<file path="src/rtl/core/ics_pkg.sv">
// Shared types and byte constants for the invisible character stripper.
package ics_pkg;

   // Four byte lookahead window, entry 0 is the scan position.
   typedef logic [3:0][7:0] ics_win_type;

   // Outcome of matching the scan position against the banned patterns.
   typedef struct packed {
      logic       hit;
      logic [2:0] len;
   } ics_match_type;

   localparam logic [7:0] CH_CTRL_END = 8'h08;
   localparam logic [7:0] CH_TAB      = 8'h09;
   localparam logic [7:0] CH_SPACE    = 8'h20;
   localparam logic [7:0] CH_DEL      = 8'h7F;
   localparam logic [7:0] CH_LEAD_C2  = 8'hC2;
   localparam logic [7:0] CH_LEAD_E1  = 8'hE1;
   localparam logic [7:0] CH_LEAD_E2  = 8'hE2;
   localparam logic [7:0] CH_LEAD_EF  = 8'hEF;
   localparam logic [7:0] CH_LEAD_F3  = 8'hF3;
   localparam logic [7:0] CH_CONT_80  = 8'h80;
   localparam logic [7:0] CH_CONT_81  = 8'h81;
   localparam logic [7:0] CH_CONT_8E  = 8'h8E;
   localparam logic [7:0] CH_CONT_A0  = 8'hA0;
   localparam logic [7:0] CH_CONT_AD  = 8'hAD;
   localparam logic [7:0] CH_CONT_AF  = 8'hAF;
   localparam logic [7:0] CH_CONT_BB  = 8'hBB;
   localparam logic [7:0] CH_CONT_BF  = 8'hBF;

endpackage

</file>
<file path="src/rtl/core/invisible_char_stripper_core.sv">
// Top level of the invisible character stripper: window, decision logic and result queue.
//
// The block takes a string one byte per transaction and passes on the bytes that are
// neither control bytes (08h and tab apart) nor part of an invisible UTF-8 sequence, up
// to csr_wr_data bytes per string. Ordinary bytes are accepted at one per clock cycle while
// the result queue has room; each decision is made by one pass of the pattern matcher over
// a four byte lookahead window held in registers. The transaction that ends a string
// (tlast, or a zero byte acting as terminator) is followed by a flush sequencer that
// decides the bytes still held, one decision at a time, and input is held off until the
// flush is over. Results leave through a two entry queue, so a waiting result does not
// stop the next byte from being accepted. The final result of each string carries tlast
// together with the removed and truncated flags. There is no clearing pass.
module invisible_char_stripper_core
   import ics_pkg::*;
#(
   parameter int COUNT_BITS = 16
)
(
   input  logic        clock,
   input  logic        reset,
   // Configuration: output limit per string.
   input  logic        csr_wr_en,
   input  logic [15:0] csr_wr_data,
   // Input stream. tdata: [7:0] in_byte. tlast: is_last.
   input  logic        req_tvalid,
   output logic        req_tready,
   input  logic [7:0]  req_tdata,
   input  logic        req_tlast,
   // Result stream. tdata: [7:0] out_byte, [8] removed_any, [9] truncated, [15:10] zero.
   // tuser: byte_valid. tlast: end_of_run.
   output logic        rsp_tvalid,
   input  logic        rsp_tready,
   output logic [15:0] rsp_tdata,
   output logic        rsp_tuser,
   output logic        rsp_tlast
);

   // Compare width wide enough for both the counter and the 16 bit limit.
   localparam int CW = (COUNT_BITS > 16) ? COUNT_BITS : 16;

   typedef enum logic [1:0] {
      ST_RUN   = 2'b01,
      ST_FLUSH = 2'b10
   } state_type;

   typedef struct packed {
      logic       truncated;
      logic       removed_any;
      logic       end_of_run;
      logic       byte_valid;
      logic [7:0] out_byte;
   } rsp_type;

   state_type             state_ff, state_in;
   ics_win_type           win_ff, win_in;
   logic [2:0]            win_cnt_ff, win_cnt_in;
   logic [COUNT_BITS-1:0] emitted_ff, emitted_in;
   logic                  found_ff, found_in;
   logic                  stopped_ff, stopped_in;
   logic                  ended_ff, ended_in;
   logic                  last_ff, last_in;
   logic                  pend_vld_ff, pend_vld_in;
   logic [7:0]            pend_byte_ff, pend_byte_in;
   logic [15:0]           out_limit_ff;
   rsp_type               q_ff [2];
   rsp_type               q_in [2];
   logic [1:0]            q_cnt_ff, q_cnt_in;

   logic          room, acc, pop, push;
   rsp_type       push_data;
   logic          app_ok;
   ics_win_type   app_win;
   logic [2:0]    app_cnt;
   ics_win_type   dec_win;
   logic [2:0]    dec_cnt;
   ics_match_type dec_match;
   logic [CW-1:0] emit_ext, lim_ext, max_ext, lim_eff;
   logic          lim_hit, dec_stop, dec_emit, dec_commit;
   logic [2:0]    dec_k_raw, dec_k;
   ics_win_type   dec_next_win;
   logic          wr_idx;

   // Handshakes. The queue has room as long as it is not full.
   assign room       = (q_cnt_ff != 2'd2);
   assign req_tready = (state_ff == ST_RUN) && room;
   assign acc        = req_tvalid && req_tready;
   assign rsp_tvalid = (q_cnt_ff != 2'd0);
   assign pop        = rsp_tvalid && rsp_tready;

   assign rsp_tdata = {6'd0, q_ff[0].truncated, q_ff[0].removed_any, q_ff[0].out_byte};
   assign rsp_tuser = q_ff[0].byte_valid;
   assign rsp_tlast = q_ff[0].end_of_run;

   // The incoming byte joins the window unless it is a terminator or the string has ended.
   // While running, at most three bytes are held, so the two low count bits index the slot.
   always_comb begin
      app_ok  = !ended_ff && (req_tdata != 8'd0);
      app_win = win_ff;
      if (app_ok) begin
         app_win[win_cnt_ff[1:0]] = req_tdata;
      end
      app_cnt = win_cnt_ff + {2'd0, app_ok};
   end

   // The decision always looks at the stored window in flush, at the extended one otherwise.
   assign dec_win = (state_ff == ST_FLUSH) ? win_ff : app_win;
   assign dec_cnt = (state_ff == ST_FLUSH) ? win_cnt_ff : app_cnt;

   ics_match u_match (
      .win       (dec_win),
      .match_out (dec_match)
   );

   // The limit is the smaller of the configured value and the largest count.
   assign emit_ext = CW'(emitted_ff);
   assign lim_ext  = CW'(out_limit_ff);
   assign max_ext  = CW'({COUNT_BITS{1'b1}});
   assign lim_eff  = (lim_ext < max_ext) ? lim_ext : max_ext;
   assign lim_hit  = (emit_ext >= lim_eff);
   assign dec_stop = stopped_ff || lim_hit;
   assign dec_emit = !dec_match.hit && !dec_stop;

   // A removed sequence consumes its length, clipped to what is held; a kept byte one.
   assign dec_k_raw    = dec_match.hit ? dec_match.len : 3'd1;
   assign dec_k        = (dec_k_raw > dec_cnt) ? dec_cnt : dec_k_raw;
   assign dec_next_win = dec_win >> {dec_k, 3'b000};

   always_comb begin
      state_in     = state_ff;
      win_in       = win_ff;
      win_cnt_in   = win_cnt_ff;
      emitted_in   = emitted_ff;
      found_in     = found_ff;
      stopped_in   = stopped_ff;
      ended_in     = ended_ff;
      last_in      = last_ff;
      pend_vld_in  = pend_vld_ff;
      pend_byte_in = pend_byte_ff;
      push         = 1'b0;
      push_data    = '0;
      dec_commit   = 1'b0;

      case (state_ff)
         ST_RUN: begin
            if (acc) begin
               if (ended_ff) begin
                  // Bytes after a terminator are dropped until the string is closed.
                  if (req_tlast) begin
                     state_in = ST_FLUSH;
                     last_in  = 1'b1;
                  end
               end else if (req_tdata == 8'd0 || req_tlast) begin
                  win_in     = app_win;
                  win_cnt_in = app_cnt;
                  state_in   = ST_FLUSH;
                  last_in    = req_tlast;
               end else if (app_cnt == 3'd4) begin
                  // Three bytes of lookahead are known: decide the scan position.
                  dec_commit = 1'b1;
                  if (dec_emit) begin
                     push      = 1'b1;
                     push_data = '{truncated: 1'b0, removed_any: 1'b0, end_of_run: 1'b0,
                                   byte_valid: 1'b1, out_byte: dec_win[0]};
                  end
               end else begin
                  win_in     = app_win;
                  win_cnt_in = app_cnt;
               end
            end
         end
         ST_FLUSH: begin
            if (room) begin
               if (win_cnt_ff != 3'd0) begin
                  // A kept byte is held back one step so that the last one can carry
                  // the end of run marker.
                  dec_commit = 1'b1;
                  if (dec_emit) begin
                     if (pend_vld_ff) begin
                        push      = 1'b1;
                        push_data = '{truncated: 1'b0, removed_any: 1'b0, end_of_run: 1'b0,
                                      byte_valid: 1'b1, out_byte: pend_byte_ff};
                     end
                     pend_vld_in  = 1'b1;
                     pend_byte_in = dec_win[0];
                  end
               end else if (last_ff) begin
                  push      = 1'b1;
                  push_data = '{truncated: stopped_ff, removed_any: found_ff,
                                end_of_run: 1'b1, byte_valid: pend_vld_ff,
                                out_byte: pend_vld_ff ? pend_byte_ff : 8'd0};
                  state_in    = ST_RUN;
                  win_in      = '0;
                  win_cnt_in  = 3'd0;
                  emitted_in  = '0;
                  found_in    = 1'b0;
                  stopped_in  = 1'b0;
                  ended_in    = 1'b0;
                  last_in     = 1'b0;
                  pend_vld_in = 1'b0;
               end else begin
                  // Terminator without end of string: flush and wait for tlast.
                  if (pend_vld_ff) begin
                     push      = 1'b1;
                     push_data = '{truncated: 1'b0, removed_any: 1'b0, end_of_run: 1'b0,
                                   byte_valid: 1'b1, out_byte: pend_byte_ff};
                  end
                  pend_vld_in = 1'b0;
                  ended_in    = 1'b1;
                  state_in    = ST_RUN;
               end
            end
         end
         default: begin
            state_in = ST_RUN;
         end
      endcase

      if (dec_commit) begin
         win_in     = dec_next_win;
         win_cnt_in = dec_cnt - dec_k;
         stopped_in = dec_stop;
         if (dec_match.hit) begin
            found_in = 1'b1;
         end
         if (dec_emit) begin
            emitted_in = emitted_ff + COUNT_BITS'(1);
         end
      end
   end

   // Two entry result queue, head in entry 0.
   assign wr_idx = 1'(q_cnt_ff - {1'b0, pop});

   always_comb begin
      q_in[0] = q_ff[0];
      q_in[1] = q_ff[1];
      if (pop) begin
         q_in[0] = q_ff[1];
      end
      if (push) begin
         q_in[wr_idx] = push_data;
      end
      q_cnt_in = q_cnt_ff + {1'b0, push} - {1'b0, pop};
   end

   always_ff @(posedge clock) begin
      if (reset) begin
         state_ff     <= ST_RUN;
         win_ff       <= '0;
         win_cnt_ff   <= 3'd0;
         emitted_ff   <= '0;
         found_ff     <= 1'b0;
         stopped_ff   <= 1'b0;
         ended_ff     <= 1'b0;
         last_ff      <= 1'b0;
         pend_vld_ff  <= 1'b0;
         q_cnt_ff     <= 2'd0;
         out_limit_ff <= 16'd255;
      end else begin
         state_ff    <= state_in;
         win_ff      <= win_in;
         win_cnt_ff  <= win_cnt_in;
         emitted_ff  <= emitted_in;
         found_ff    <= found_in;
         stopped_ff  <= stopped_in;
         ended_ff    <= ended_in;
         last_ff     <= last_in;
         pend_vld_ff <= pend_vld_in;
         q_cnt_ff    <= q_cnt_in;
         if (csr_wr_en) begin
            out_limit_ff <= csr_wr_data;
         end
      end
   end

   always_ff @(posedge clock) begin
      pend_byte_ff <= pend_byte_in;
      q_ff[0]      <= q_in[0];
      q_ff[1]      <= q_in[1];
   end

   // The queue never holds more than two results.
   a_queue_bound: assert property (@(posedge clock) disable iff (reset)
      q_cnt_ff <= 2'd2)
      else $error("result queue overflow");

   // While bytes stream in, the window holds at most three bytes.
   a_run_window: assert property (@(posedge clock) disable iff (reset)
      (state_ff == ST_RUN) |-> (win_cnt_ff <= 3'd3))
      else $error("window over-full outside flush");

   // A kept byte is never the zero terminator.
   a_kept_nonzero: assert property (@(posedge clock) disable iff (reset)
      (rsp_tvalid && rsp_tuser) |-> (rsp_tdata[7:0] != 8'd0))
      else $error("zero byte emitted as kept");

   // Summary flags appear only on the final result of a string.
   a_flags_final: assert property (@(posedge clock) disable iff (reset)
      (rsp_tvalid && !rsp_tlast) |-> (rsp_tdata[9:8] == 2'd0))
      else $error("summary flags on a non-final result");

   // Closing a string returns the per-string state to its reset value.
   a_string_clear: assert property (@(posedge clock) disable iff (reset)
      (push && push_data.end_of_run) |=> (emitted_ff == '0 && !found_ff && !ended_ff))
      else $error("string state not cleared after final result");

endmodule

</file>
<file path="src/rtl/core/ics_match.sv">
// Pattern matcher giving the length of a banned sequence at the window head.
module ics_match
   import ics_pkg::*;
(
   input  ics_win_type   win,
   output ics_match_type match_out
);

   logic [7:0] b0, b1, b2, b3;

   assign b0 = win[0];
   assign b1 = win[1];
   assign b2 = win[2];
   assign b3 = win[3];

   always_comb begin
      match_out = '0;
      if (b0 < CH_CTRL_END || (b0 > CH_TAB && b0 < CH_SPACE) || b0 == CH_DEL) begin
         match_out = '{hit: 1'b1, len: 3'd1};
      end else if (b0 == CH_LEAD_C2 && (b1 == CH_CONT_A0 || b1 == CH_CONT_AD)) begin
         match_out = '{hit: 1'b1, len: 3'd2};
      end else if (b0 == CH_LEAD_E2 && b1 == CH_CONT_80
                   && b2 >= CH_CONT_80 && b2 <= CH_CONT_AF) begin
         match_out = '{hit: 1'b1, len: 3'd3};
      end else if (b0 == CH_LEAD_E2 && b1 == CH_CONT_81
                   && b2 >= CH_CONT_A0 && b2 <= CH_CONT_AF) begin
         match_out = '{hit: 1'b1, len: 3'd3};
      end else if (b0 == CH_LEAD_E1 && b1 == CH_CONT_A0 && b2 == CH_CONT_8E) begin
         match_out = '{hit: 1'b1, len: 3'd3};
      end else if (b0 == CH_LEAD_EF && b1 == CH_CONT_BB && b2 == CH_CONT_BF) begin
         match_out = '{hit: 1'b1, len: 3'd3};
      end else if (b0 == CH_LEAD_F3 && b1 == CH_CONT_A0 && b2 == CH_CONT_80
                   && b3 >= CH_CONT_80 && b3 <= CH_CONT_BF) begin
         match_out = '{hit: 1'b1, len: 3'd4};
      end else if (b0 == CH_LEAD_F3 && b1 == CH_CONT_A0 && b2 == CH_CONT_81
                   && b3 >= CH_CONT_80 && b3 <= CH_CONT_AF) begin
         match_out = '{hit: 1'b1, len: 3'd4};
      end
   end

endmodule

</file>
<file path="config.mk">
export PLATFORM = sky130hd
export DESIGN_NAME = invisible_char_stripper_core
export DESIGN_NICKNAME = d
export VERILOG_FILES = /design/src/rtl/core/ics_pkg.sv /design/src/rtl/core/invisible_char_stripper_core.sv /design/src/rtl/core/ics_match.sv
export SDC_FILE = /design/constraint.sdc
export NUM_CORES = 1
export LEC_CHECK = 0
export BUFFER_PORTS_ARGS = -buffer_cell sky130_fd_sc_hd__buf_4
export CAP_MARGIN = 20
export CORE_MARGIN = 2
export CORE_UTILIZATION = 47
export CTS_CLUSTER_SIZE = 40
export DETAILED_ROUTE_END_ITERATION = 10
export GPL_ROUTABILITY_DRIVEN = 0
export PLACE_DENSITY = 0.63
export SLEW_MARGIN = 40
export SYNTH_ARGS = -nofsm -noshare
export SYNTH_HDL_FRONTEND = slang
export SYNTH_SLANG_ARGS = --single-unit
</file>
<file path="constraint.sdc">
create_clock -name clock -period 7.7 [get_ports clock]
set_clock_uncertainty 0.2 [all_clocks]
set_input_delay 1.155 -clock clock [delete_from_list [all_inputs] [get_ports clock]]
set_output_delay 1.155 -clock clock [all_outputs]
set_load 0.01 [all_outputs]
</file>
==> results.ini <==
[routing]
wire_per_inst_um = 18.7
drc = 0
postRouteAntennaNets = 0
drt-pass1-iter-count = 5
drt_iter0_drc = 728
postRouteWirelength_um = 21100
via_count = 6878
via_per_inst = 6.08

[cells_and_area]
diodes = 0
layout.core_utilization_pct = 52.7
drive_gt1_share_pct = 14.7
final-seq-area_mm2 = 0.00236
n_fill_cell = 1555
num-nets-final = 969
multi_input_area_mm2 = 0.00489
syn_to_final_growth_pct = 8.54

[cts]
clk_path_buf_depth = 2
cts.root.buffer_cell = clkbuf_16
cts_buffers = 9
post_cts_resize_count = 0
numClockSinks = 108
post_cts.repair.setup_buffers = 0
cts_tree = built
clkSlewWorstSetupHoldPaths_ps = 80
cts.hold.buffers_added = 0
htree_levels = 3
clock_latency_ps = 360

[floorplanning]
design.core.area_mm2 = 0.0160
initial_core_util_pct = 48.5
top_ports = 50
fp-row-count = 46
width_of_the_chip_um = 133
height_of_the_die_um = 133
die_area_mm2 = 0.0176

[worst_setup_path]
worst-endpoint-arrival_ps = 6570
worst-path-buf-inv = 3
critPathTopFamily = simple AND/OR/NAND/NOR gates
criticalPathCategory = flip-flop to flip-flop
critical_path_required_ps = 7720
cp_max_fo = 19
timing.critical_path.from_type = flip-flop
critical-path-slowest-cell = or4b_4
setup.worst_path.end_class = flip-flop
critical_path.max_stage_delay_ps = 610
cell_chain_of_the_critical_path = inv_1 -> ha_1 -> or4b_4 -> a21oi_4 -> mux2i_1 -> or4_1 -> or4_1 -> nand3_1 -> ha_1 -> nor2b_1 -> o21a_1 -> or2_2 -> nand2_1 -> nor2_1 -> a41oi_2 -> buf_4 -> inv_1 -> fa_1 -> nor3_1 -> nand3b_1 -> a21oi_1
setup.reg_to_reg.worst_slack_ps = 1150

[synth]
yosys.cell_count.top_type = mux2i_1
number_of_flops_mapped_to_enable_cells_by_yosys = 20
netlist.area_leader.share_pct = 22.7
synth_top_flop_cell = dfxtp_1
synth-seq-area-share_pct = 30.4
synth_largest_area_cell = dfxtp_1
synth.top_cells.by_count = mux2i_1, dfxtp_1, nor2_1, nand2_1, clkbuf_1
async_reset_ff_share_pct = 0
synth_area_per_cell_um2 = 8.44
synth_seq_cells = 108
synth_top_cells_by_area = dfxtp_1, mux2i_1, edfxtp_1, ha_1, nor2_1
yosysUniqueCellTypes = 73
yosysWarningCount = 0
synthesized_netlist_cell_count = 920
syn-cell-area_mm2 = 0.00777

[placed_design]
preCtsSetupSlack_ps = 995
hpwlAfterDp_um = 15300
port_buffers = 43

[global_routing]
grt_start_max_net_pins = 53
grt_pass1_wl_um = 34300
grt_pass1_vias = 6397
antenna_found_initial = 0
grt.overflow.total = 0
track_usage_pct = 24.1

[timing]
post-route-worst-setup-slack_ps = 1150
grt_setup_unrepaired = no
timing_worst_slew_pin_value_ps = 810
period_minus_slack_ps = 6550
max-slew-margin-rel_pct = 46.0
hold_ws_ps = 284
finalSetupViolations = 0
drv_slew = 0
fin_tns_setup_ps = 0
achievable_clock_frequency_mhz = 153
min_period_over_period_pct = 85.1
timing.final.hold_violations = 0

[power_and_ir_drop]
cellLeakagePower_nw = 3.57
share_of_power_burned_in_the_clock_network_pct = 15.1
p_per_area_mw_per_mm2 = 360
peakVddDrop_mv = 0.176
cellInternalPower_mw = 1.68
power.switching_mw = 1.36
power.share.switching_pct = 44.8
totalPowerFinal_mw = 3.04
seq_power_share_pct = 27.5
p_comb_share_pct = 57.4

[flow_run]
max_cap_viol_count = 0

[hold_path]
hold_path.class = flip-flop to flip-flop

[run_status]
outcome = completed

## kinds of logic (layout without fill, tap and decap cells)
kind of cell | after synthesis | in the layout | synth area share, %
AO/OA/AOI/OAI | 204 | 204 | 18.3
XOR/XNOR | 6 | 6 | 0.677
adder cells (fa/ha/maj) | 28 | 28 | 4.61
buffers and inverters | 131 | 122 | 7.41
flip-flops | 108 | 108 | 30.4
multiplexers | 137 | 137 | 18.0
other | 1 | 6 | 0.0483
AND/OR/NAND/NOR | 305 | 305 | 20.5
## path summary, 6_finish.rpt
kind / start / to / depth (start not counted)
worst max-delay path: state_ff[0] / win_cnt_ff[2] / 21
worst min-delay path: emit_ext[14] / emit_ext[14] / 1
worst min register to register: emit_ext[14] / emit_ext[14] / 1
worst max register to register: state_ff[0] / win_cnt_ff[2] / 21
## power groups by stage
stage,logic [mW],clock network [mW],registers [mW]
floorplan,1.35,0,0.789
global placement,1.70,0,0.840
detailed placement,1.71,0,0.842
CTS,1.72,0.470,0.829
global route,1.91,0.490,0.847
finish,1.74,0.459,0.834
## cell usage in the layout, fill, tap and decap left out, drive strengths merged, types with 23 or more instances in the layout
cell type / count
mux2i: 114
nor2: 86
inv: 49
nand2: 58
a21oi: 34
mux2: 23
ha: 27
dfxtp: 88
o21ai: 44
nor3: 34
buf: 59
## per-layer routing
layer  part of all wire [%]  up-vias  global-route usage, %
met1                     47     3267                   33.8
met3                    5.6       44                   3.18
met2                     45      243                   37.8
met5                      0        -                      0
met4                    2.5        0                   9.08
li1                       -     3324                      -
## metrics by stage
stage,cells,instance area [um2]
4_1_cts,1132,8430
3_5_place_dp,1116,8140
6_report,1132,8430
2_1_floorplan,925,7790
5_1_grt,1132,8430
3_3_place_gp,1116,8120
## area by class of cell
cell class	count	area share [%]
flip-flops and latches	108	28.0
well taps	216	3.21
clock inverters	6	0.564
inverters	47	2.09
multi-input cells	686	58.0
clock buffers	10	2.83
repair buffers	59	5.25
Note: power is estimated with default switching activity, not from simulation.
